[config.mk]
export PLATFORM = sky130hd
export DESIGN_NAME = dclm_cmd_queue
export DESIGN_NICKNAME = d
export VERILOG_FILES = /design/src/rtl/core/dclm_pkg.sv /design/src/rtl/core/dclm_cmd_queue.sv
export SDC_FILE = /design/constraint.sdc
export NUM_CORES = 1
export LEC_CHECK = 0
export BUFFER_PORTS_ARGS = -buffer_cell sky130_fd_sc_hd__buf_2
export CAP_MARGIN = 5
export CORE_MARGIN = 2
export CORE_UTILIZATION = 54
export DETAILED_ROUTE_END_ITERATION = 10
export PLACE_DENSITY = 0.85
export SKIP_LAST_GASP = 1
export SYNTH_ARGS = -nofsm -noshare
export SYNTH_HDL_FRONTEND = slang
export SYNTH_SLANG_ARGS = --single-unit
[constraint.sdc]
create_clock -name clk -period 4.2 [get_ports clk]
set_input_delay 0.84 -clock clk [delete_from_list [all_inputs] [get_ports clk]]
set_output_delay 0.84 -clock clk [all_outputs]
set_load 0.02 [all_outputs]
[src/rtl/core/dclm_pkg.sv]
// Shared constants, codes and types for the dual-color LED matrix scan driver.
package dclm_pkg;

  localparam int PANEL_WIDTH  = 64;
  localparam int PANEL_HEIGHT = 32;
  localparam int SCAN_ROWS    = 16;

  localparam int XW   = 6;                  // pixel_x and shift_column width
  localparam int YW   = 5;                  // pixel_y width and framebuffer row index
  localparam int SR_W = 4;                  // scan row counter width
  localparam int CW   = 2;                  // pixel_color width
  localparam int ROW_BITS = 2 * PANEL_WIDTH; // one framebuffer row: green above red

  localparam logic [1:0] ACT_WRITE   = 2'd0;
  localparam logic [1:0] ACT_REFRESH = 2'd1;
  localparam logic [1:0] ACT_CLEAR   = 2'd2;

  localparam logic [CW-1:0] COLOR_RED_BIT   = 2'h1;
  localparam logic [CW-1:0] COLOR_GREEN_BIT = 2'h2;

  typedef enum logic [1:0] {
    OP_WRITE,
    OP_REFRESH,
    OP_CLEAR
  } op_t;

  typedef struct packed {
    op_t             op;
    logic [XW-1:0]   x;
    logic [YW-1:0]   y;
    logic [CW-1:0]   color;
  } cmd_t;

  localparam int QUEUE_DEPTH = 2;

endpackage

[src/rtl/core/dclm_cmd_queue.sv]
// Short command queue between the front end and the back end.
module dclm_cmd_queue (
  input  logic           clk,
  input  logic           rst,
  input  logic           push,
  input  dclm_pkg::cmd_t push_cmd,
  input  logic           pop,
  output dclm_pkg::cmd_t head,
  output logic           empty,
  output logic           full
);

  localparam int PW = $clog2(dclm_pkg::QUEUE_DEPTH);
  localparam int NW = $clog2(dclm_pkg::QUEUE_DEPTH + 1);

  dclm_pkg::cmd_t slots [dclm_pkg::QUEUE_DEPTH];
  logic [PW-1:0]  wr_ptr;
  logic [PW-1:0]  rd_ptr;
  logic [NW-1:0]  count;

  assign empty = (count == '0);
  assign full  = (count == NW'(dclm_pkg::QUEUE_DEPTH));
  assign head  = slots[rd_ptr];

  always_ff @(posedge clk) begin
    if (push) begin
      slots[wr_ptr] <= push_cmd;
    end
  end

  always_ff @(posedge clk) begin
    if (rst) begin
      wr_ptr <= '0;
      rd_ptr <= '0;
      count  <= '0;
    end else begin
      if (push) begin
        wr_ptr <= (wr_ptr == PW'(dclm_pkg::QUEUE_DEPTH - 1)) ? '0 : wr_ptr + 1'b1;
      end
      if (pop) begin
        rd_ptr <= (rd_ptr == PW'(dclm_pkg::QUEUE_DEPTH - 1)) ? '0 : rd_ptr + 1'b1;
      end
      if (push && !pop) begin
        count <= count + 1'b1;
      end else if (pop && !push) begin
        count <= count - 1'b1;
      end
    end
  end

endmodule

; ---- Yosys cells after proc, flatten, opt, wreduce, memory -nomap -nowiden
; Memory sizes are Yosys's and may differ from the RTL's. A register that Yosys moved wholly into a read port is not among the register bits.
; Cells that the tools add are included.
[word_totals]
romBits = 0
ramBits = 30
latch_bits = 0
regBits = 4
word_cells = 23
memories = 1
[classes]
n_lt_le_gt_ge = 0
n_addsub = 4
mux = 8
mul = 0
div_mod_pow = 0
n_shift = 0
reduce_logical = 6
bitwise = 0
eq_ne = 1
[mem_list]
columns = memory, depth, word_bits, rd, rd_ports_with_merged_regs, write_ports, line
row1 = slots, 2, 15, 1, 1, 1, dclm_cmd_queue.sv:16  ; dclm_pkg::cmd_t slots [dclm_pkg::QUEUE_DEPTH];
[op_table]
columns = operator, count
row1 = $mux W1, 6
row2 = $mux W2, 2
row3 = $add A1 B1 Y1 const B, 2
row4 = $add A2 B1 Y2 const B, 1
row5 = $eq A2 B2 Y1 const B, 1
row6 = $logic_and A1 B1 Y1, 2
row7 = $logic_not A1 Y1, 2
row8 = $logic_not A2 Y1, 1
row9 = $reduce_bool A2 Y1, 1
row10 = $sub A2 B1 Y2 const B, 1

; ---- Longest topological paths before layout
; Gate-level depths: netlist (run 1).
[depth]
word_depth = 4
ltp_mapped = 5
mapped_depth_nobuf = 5

; ---- Least setup slack after synthesis (run 1)
; OpenSTA, ideal clock, no wires.
[synth_path]
path_kind = input -> register
startpoint = input push
endpoint = memory slots[0][0] in the netlist's numbering (enable)
arrival_time_ps = 1561
setup_time_ps = 388
setup_slack_ps = 2250
stages = 1
cell_sequence = nor2b_1
[synth_via]
elab_chain_len = 2
[synth_lines]
columns = element, line
row1 = start: declaration, dclm_cmd_queue.sv:5  ; input logic push,
row2 = $mux W1, dclm_cmd_queue.sv:26  ; if (push) begin
row3 = $mux W1 (not written as such), dclm_cmd_queue.sv:27  ; slots[wr_ptr] <= push_cmd;
row4 = end: declaration, dclm_cmd_queue.sv:16
; Every way passes these cells.

==> results of run 1 <==
-- flip-flops by register name, indices dropped and copies added, names as in the netlist, named ones only --
name / count
wr_ptr: 1
rd_ptr: 1
slots: 30
count: 2
-- per-stage QoR --
stage	hold slack [ns]	util [%]	instance area, um2	std cells	worst slack [ns]
6_report	0.510	69.2	1550	139	1.70
3_5_place_dp	0.498	66.9	1500	131	2.04
4_1_cts	0.512	69.2	1550	139	1.68
5_1_grt	0.555	69.2	1550	139	1.62
2_1_floorplan	0.461	-	1290	69	2.25
3_3_place_gp	0.477	66.9	1500	131	2.07
-- kinds of logic (layout without fill, tap and decap cells) --
family | Yosys count | after routing | share of synthesized area, %
DFF | 35 | 35 | 77.6
muxes | 15 | 15 | 13.1
and+or+nand+nor | 9 | 9 | 3.59
xor gates and xnor gates | 4 | 4 | 2.72
buffers and inverters | 3 | 45 | 1.26
AOI/OAI and AO/OA | 2 | 2 | 0.775
adders and majority gates | 1 | 1 | 0.970
-- cell usage after synthesis --
library cell	number
dfxtp_1	5
edfxtp_1	30
nor2_1	5
xor2_1	2
inv_1	1
mux2_2	15
o21ai_0	1
xnor2_1	2
buf_2	1
or3_1	1
nor2b_1	1
a21oi_1	1
ha_1	1
buf_4	1
and2b_2	1
and2_1	1
-- worst paths after layout --
kind	from	to	slack [ns]	cells after the start
hold / removal	count[1]	count[1]	0.51	2
setup / recovery	flop	head[2]	1.70	2
setup reg to reg	wr_ptr	slots[1][5]	2.87	1
hold reg to reg	count[1]	count[1]	0.51	2
-- power breakdown --
part	switching, uW	leakage (uW)	internal, uW
clock	94.5	0.0000293	65.1
sequential	13.1	0.000323	403
combinational	53.7	0.000252	44.0
total	161	0.000604	512
-- cells in the final DEF (no fill, tap or decap), types with 2 or more instances in the layout --
cell type / netlist / layout
mux2_2: 15 / 15
xnor2_1: 2 / 2
buf_2: 1 / 35
clkbuf_1: 0 / 2
clkbuf_4: 0 / 5
edfxtp_1: 30 / 30
xor2_1: 2 / 2
nor2_1: 5 / 5
dfxtp_1: 5 / 5
-- worst max-delay path, stage by stage (launching register included) --
cell and delay (ns):
dfxtp_1 0.77, mux2_2 0.41, buf_2 0.16
-- routing by layer --
metal	GRT usage [%]	share of wire, %	up-vias
met5	0	0	-
met4	6.41	1.3	0
met3	8.47	8.1	3
met2	24.0	51	24
met1	13.1	40	323
li1	-	-	339
-- layout make-up --
class | count | area (um2)
multi-input combinational | 31 | 273
clock inverter | 1 | 5.00
fill | 152 | 688
sequential | 35 | 1000
timing repair buffer | 36 | 183
tap | 28 | 35.0
inverter | 1 | 3.75
clock buffer | 7 | 45.0
==> reports/metrics.csv, run 1 <==
metric,value,unit
root_buffer,clkbuf_4,
clkTransAtPathRegs,0.09,ns
hold_buffers,0,
cp-end-kind,primary output,
hold_viol,0,
yosysSeqAreaShare,77.6,%
antenna_found_initial,0,
start_kind,flop,
postCtsSetupBuffers,0,
die_height,52.9,um
syn_nets,89,
port_buffers,35,
required,3.36,ns
grtUsageTotal,14.0,%
avgRoutedWirePerCell,12.5,um
critPathMaxFanout,15,
critical_path_class,flop to primary output,
grt.overflow.total,0,
diodes,0,
ys_types,16,
core-area,2230,um2
synth_top_area_share,69.8,%
syn_area,1290,um2
drt_iter0_markers,12,
grt_pass1_wl,2.53,mm
post-route-period-util,59.6,%
initial_core_util,57.8,%
min_period,2.50,ns
skew,0.00650,ns
grt_pass1_vias,655,
clock_path_buffers,2,
num_vias,689,
cts.sinks,35,
max_slew_margin,55.0,%
vdd_drop_max,0.273,mV
drive_gt1_share,52.3,%
hpwlAfterDp,1.24,mm
cts_tree,yes,
synth_area_leaders,"edfxtp_1 70%, mux2_2 13%, dfxtp_1 7.8%, nor2_1 1.5%, xnor2_1 1.4%",
leakage,0.000604,uW
synth_top_area_cell,edfxtp_1,
dieArea,2800,um2
rows,17,
setup_tns,0,ns
syn2layout_area_growth,19.8,%
maxCapViolCount,0,
viasPerCell,4.96,
htreeDepth,2,
first_pass_iters,6,
crit_arrival,1.66,ns
setup_viol,0,
grt_max_degree,16,
status,"complete, no violations",
clock.fmax,400,MHz
total_power,673,uW
synth_cells,69,
p_per_area,436,nW/um2
yosys_warnings,0,
ioPinCount,36,
cts_buffers,5,
postCtsResizedCells,0,
ys_ff_latch,35,
drc,0,
synth_area_per_cell,18.7,um2
die_x,52.9,um
clk_latency,0.32,ns
place_congestion,0.596,
drv_slew,0,
wl,1.74,mm
hold_class,flop to flop,
worstMarginPinSlew,0.674,ns
nNetsFinal,130,
rsz0062_at_grt,false,
route.antenna.remaining_nets,0,
Power figures use the tool's default switching activity.
==> inputs of run 2 (changes only) <==
Settings changed: ABC_AREA set to 1, CORE_UTILIZATION 54 to 50, PLACE_DENSITY 0.85 to 0.79.
Clock period 4.2 ns to 2.4 ns, I/O delays scaled along.
==> run 2 against run 1 <==
Effect of this change:
- first-iteration DRC count up 8.3%
- worst setup slack got worse by 1.4 ns
- core utilization decreased by 2.8 points
- final cell count grew 11%
- worst hold slack worse by 0.19 ns
- wire length up 16%
- sequential power increased by 72%
- via count grew 9.4%
- clock power increased to 3.2 times the previous value
- critical endpoint is now head[12]
- largest power group unchanged
- highest routed layer unchanged
==> reports/metrics.csv, run 2 <==
metric,value,unit,change
synth_compound_area_share,0.733,%,-0.043 points
route.antenna.remaining_nets,0,,unchanged
skew,0.00413,ns,-0.00237 ns
syn_nets,100,,+12%
maxCapViolCount,0,,unchanged
drive_gt1_share,49.2,%,-3.1 points
r2r_end,slots[1][10],,
cts.sinks,35,,unchanged
ys_ff_latch,35,,unchanged
synth_common_cells,"30 x edfxtp_1, 10 x mux2_4, 9 x inv_1, 7 x nor2_1",,
cts_tree,yes,,
antenna_found_initial,0,,unchanged
critPathMaxFanout,9,,-6
multiInputGateArea,299,um2,+9.6%
htreeDepth,2,,unchanged
hold_class,input port to flop,,
yosysMostFrequentCell,edfxtp_1,,
reg2regPathDepth,2,,+1
clockPowerShare,36.6,%,+13 points
total_power,1420,uW,+110%
initial_core_util,54.1,%,-3.6 points
cp_num_cells,3,,+1
n_fill_cell,203,,+34%
synth_area_per_cell,17.1,um2,-8.7%
dieArea,3160,um2,+13%
synth-edff-count,30,,unchanged
root_buffer,clkbuf_4,,
p_sw,310,uW,+92%
max_slew_margin,58.4,%,+3.4 points
yosys_warnings,0,,unchanged
synth_area_leaders,"edfxtp_1 66%, mux2_4 11%, dfxtp_1 7.3%, mux2_2 4.1%, inv_1 2.5%",,
synth_cells,80,,+16%
core-area,2520,um2,+13%
setup_tns,0,ns,unchanged
synth_top_area_share,66.0,%,-3.8 points
clkTransAtPathRegs,0.11,ns,+0.02 ns
crit_arrival,1.60,ns,-0.06 ns
rows,18,,+1
setup_viol,0,,unchanged
r2r-start,wr_ptr,,
worstSetupEndpoint,head[12],,
ys_types,16,,unchanged
crit_family,flip-flops,,
regMostFlops,slots,,
switching_share,21.9,%,-2.0 points
synth_top_family_by_area,multiplexers,,
drt_iter0_markers,13,,+1
status,"complete, no violations",,
critical_path_class,flop to primary output,,
start_kind,flop,,
largest_reg_flops,30,,unchanged
drv_slew,0,,unchanged
power.internal,1110,uW,+120%
clock_path_buffers,2,,unchanged
required,1.92,ns,-1.44 ns
final_cell_mix,"35 x buf_2, 30 x edfxtp_1, 10 x mux2_4",,
ys_async_sr_fraction,0,%,unchanged
pwr-share-seq,50.5,%,-11 points
grt_pass1_vias,728,,+11%
synthAdderAreaFrac,0.917,%,-0.053 points
grt_max_degree,17,,+1
top_regs,"slots: 30 flops, count: 2 flops",,
cts_buffers,5,,unchanged
drc,0,,unchanged
yosysSeqAreaShare,73.3,%,-4.3 points
num_vias,754,,+9.4%
viasPerCell,4.90,,-1.2%
clock.fmax,480,MHz,
synthMuxAreaShare,15.1,%,+2.0 points
leakage,0.000709,uW,+17%
postCtsSetupBuffers,0,,unchanged
grtUsageTotal,14.3,%,+0.32 points
syn2layout_area_growth,22.6,%,
area.sequential,1000,um2,unchanged
crit_buf_inv,2,,+1
hpwlAfterDp,1.46,mm,+18%
grt_pass1_wl,3.26,mm,+29%
mostFrequentLayoutCell,buf_2,,
hold_buffers,0,,unchanged
grt.overflow.total,0,,unchanged
nNetsFinal,143,,+10%
rsz0062_at_grt,false,,
die_height,56.3,um,+6.4%
path_cells,buf_4 -> mux2_4 -> buf_2,,
port_buffers,35,,unchanged
cp-end-kind,primary output,,
post-route-period-util,86.9,%,
avgRoutedWirePerCell,13.1,um,+4.8%
diodes,0,,unchanged
die_x,56.3,um,+6.4%
worstMarginPinSlew,0.623,ns,-0.0509 ns
critPathMaxStageDelay,0.51,ns,-0.26 ns
ioPinCount,36,,unchanged
combPwrFrac,12.9,%,-1.6 points
synth_top_area_cell,edfxtp_1,,
min_period,2.08,ns,
postCtsResizedCells,0,,unchanged
synth-simple-area-share,4.49,%,+0.90 points
place_congestion,0.660,,+11%
clk_latency,0.33,ns,about the same
synthFlopType,edfxtp_1,,
r2r_slack,1.16,ns,-1.71 ns
syn_area,1370,um2,+5.8%
p_per_area,846,nW/um2,+94%
synthXorXnorAreaFrac,0.642,%,-2.1 points
hold_viol,0,,unchanged
first_pass_iters,4,,-2
vdd_drop_max,0.691,mV,+150%
cp_slowest_cell,dfxtp_1,,
wl,2.02,mm,+16%
run 2: cells by family (layout without fill, tap and decap cells):
family | Yosys count | count (layout)
xor+xnor | 1 | 1
simple gates | 15 | 15
buf+inv | 11 | 55
mux | 15 | 15
flops | 35 | 35
compound gates | 2 | 2
fa+ha+maj | 1 | 1
run 2: per-layer routing:
metal | global-route usage, % | vias up | wire (um) | share of wire (%)
met4 | 6.80 | 0 | 32 | 1.6
met3 | 7.83 | 6 | 162 | 8.0
met2 | 22.2 | 26 | 1000 | 50
met1 | 16.1 | 352 | 819 | 41
met5 | 0 | - | 0 | 0
li1 | - | 370 | - | -
run 2: how the worst min path moves through the flow:
stage / start / endpoint / cells past startpoint
CTS: push_cmd[0] / slots[1][0] / 1
finish: push_cmd[0] / slots[1][0] / 1
global placement: rd_ptr / rd_ptr / 2
detailed placement: rd_ptr / rd_ptr / 2
floorplan: rd_ptr / flop / 2
global route: push_cmd[4] / slots[0][4] / 1
run 2: metrics by stage:
step	hold WS, ns	util (%)	instance area, um2	cells	worst slack, ns
after global routing	0.290	66.4	1670	154	0.235
final	0.325	66.4	1670	154	0.315
after floorplan	0.480	-	1370	80	0.853
after detailed placement	0.502	62.2	1570	146	0.682
after CTS	0.303	66.4	1670	154	0.289
after global placement	0.500	62.2	1570	146	0.714
run 2: area by class of cell:
class | count | area share (%)
clock buffers | 5 | 2.24
flip-flops and latches | 35 | 59.8
well taps | 30 | 2.24
inverters | 9 | 2.02
repair buffers | 38 | 11.8
multi-input cells | 34 | 17.9
clock inverters | 3 | 4.04
run 2: power by group through the flow:
stage                     logic (uW)  clock network (uW)  registers, uW
final                            183                 519            715
after global routing             198                 561            719
after CTS                        186                 533            715
after detailed placement         185                   0            729
after global placement           181                   0            726
after floorplan                  137                   0            722
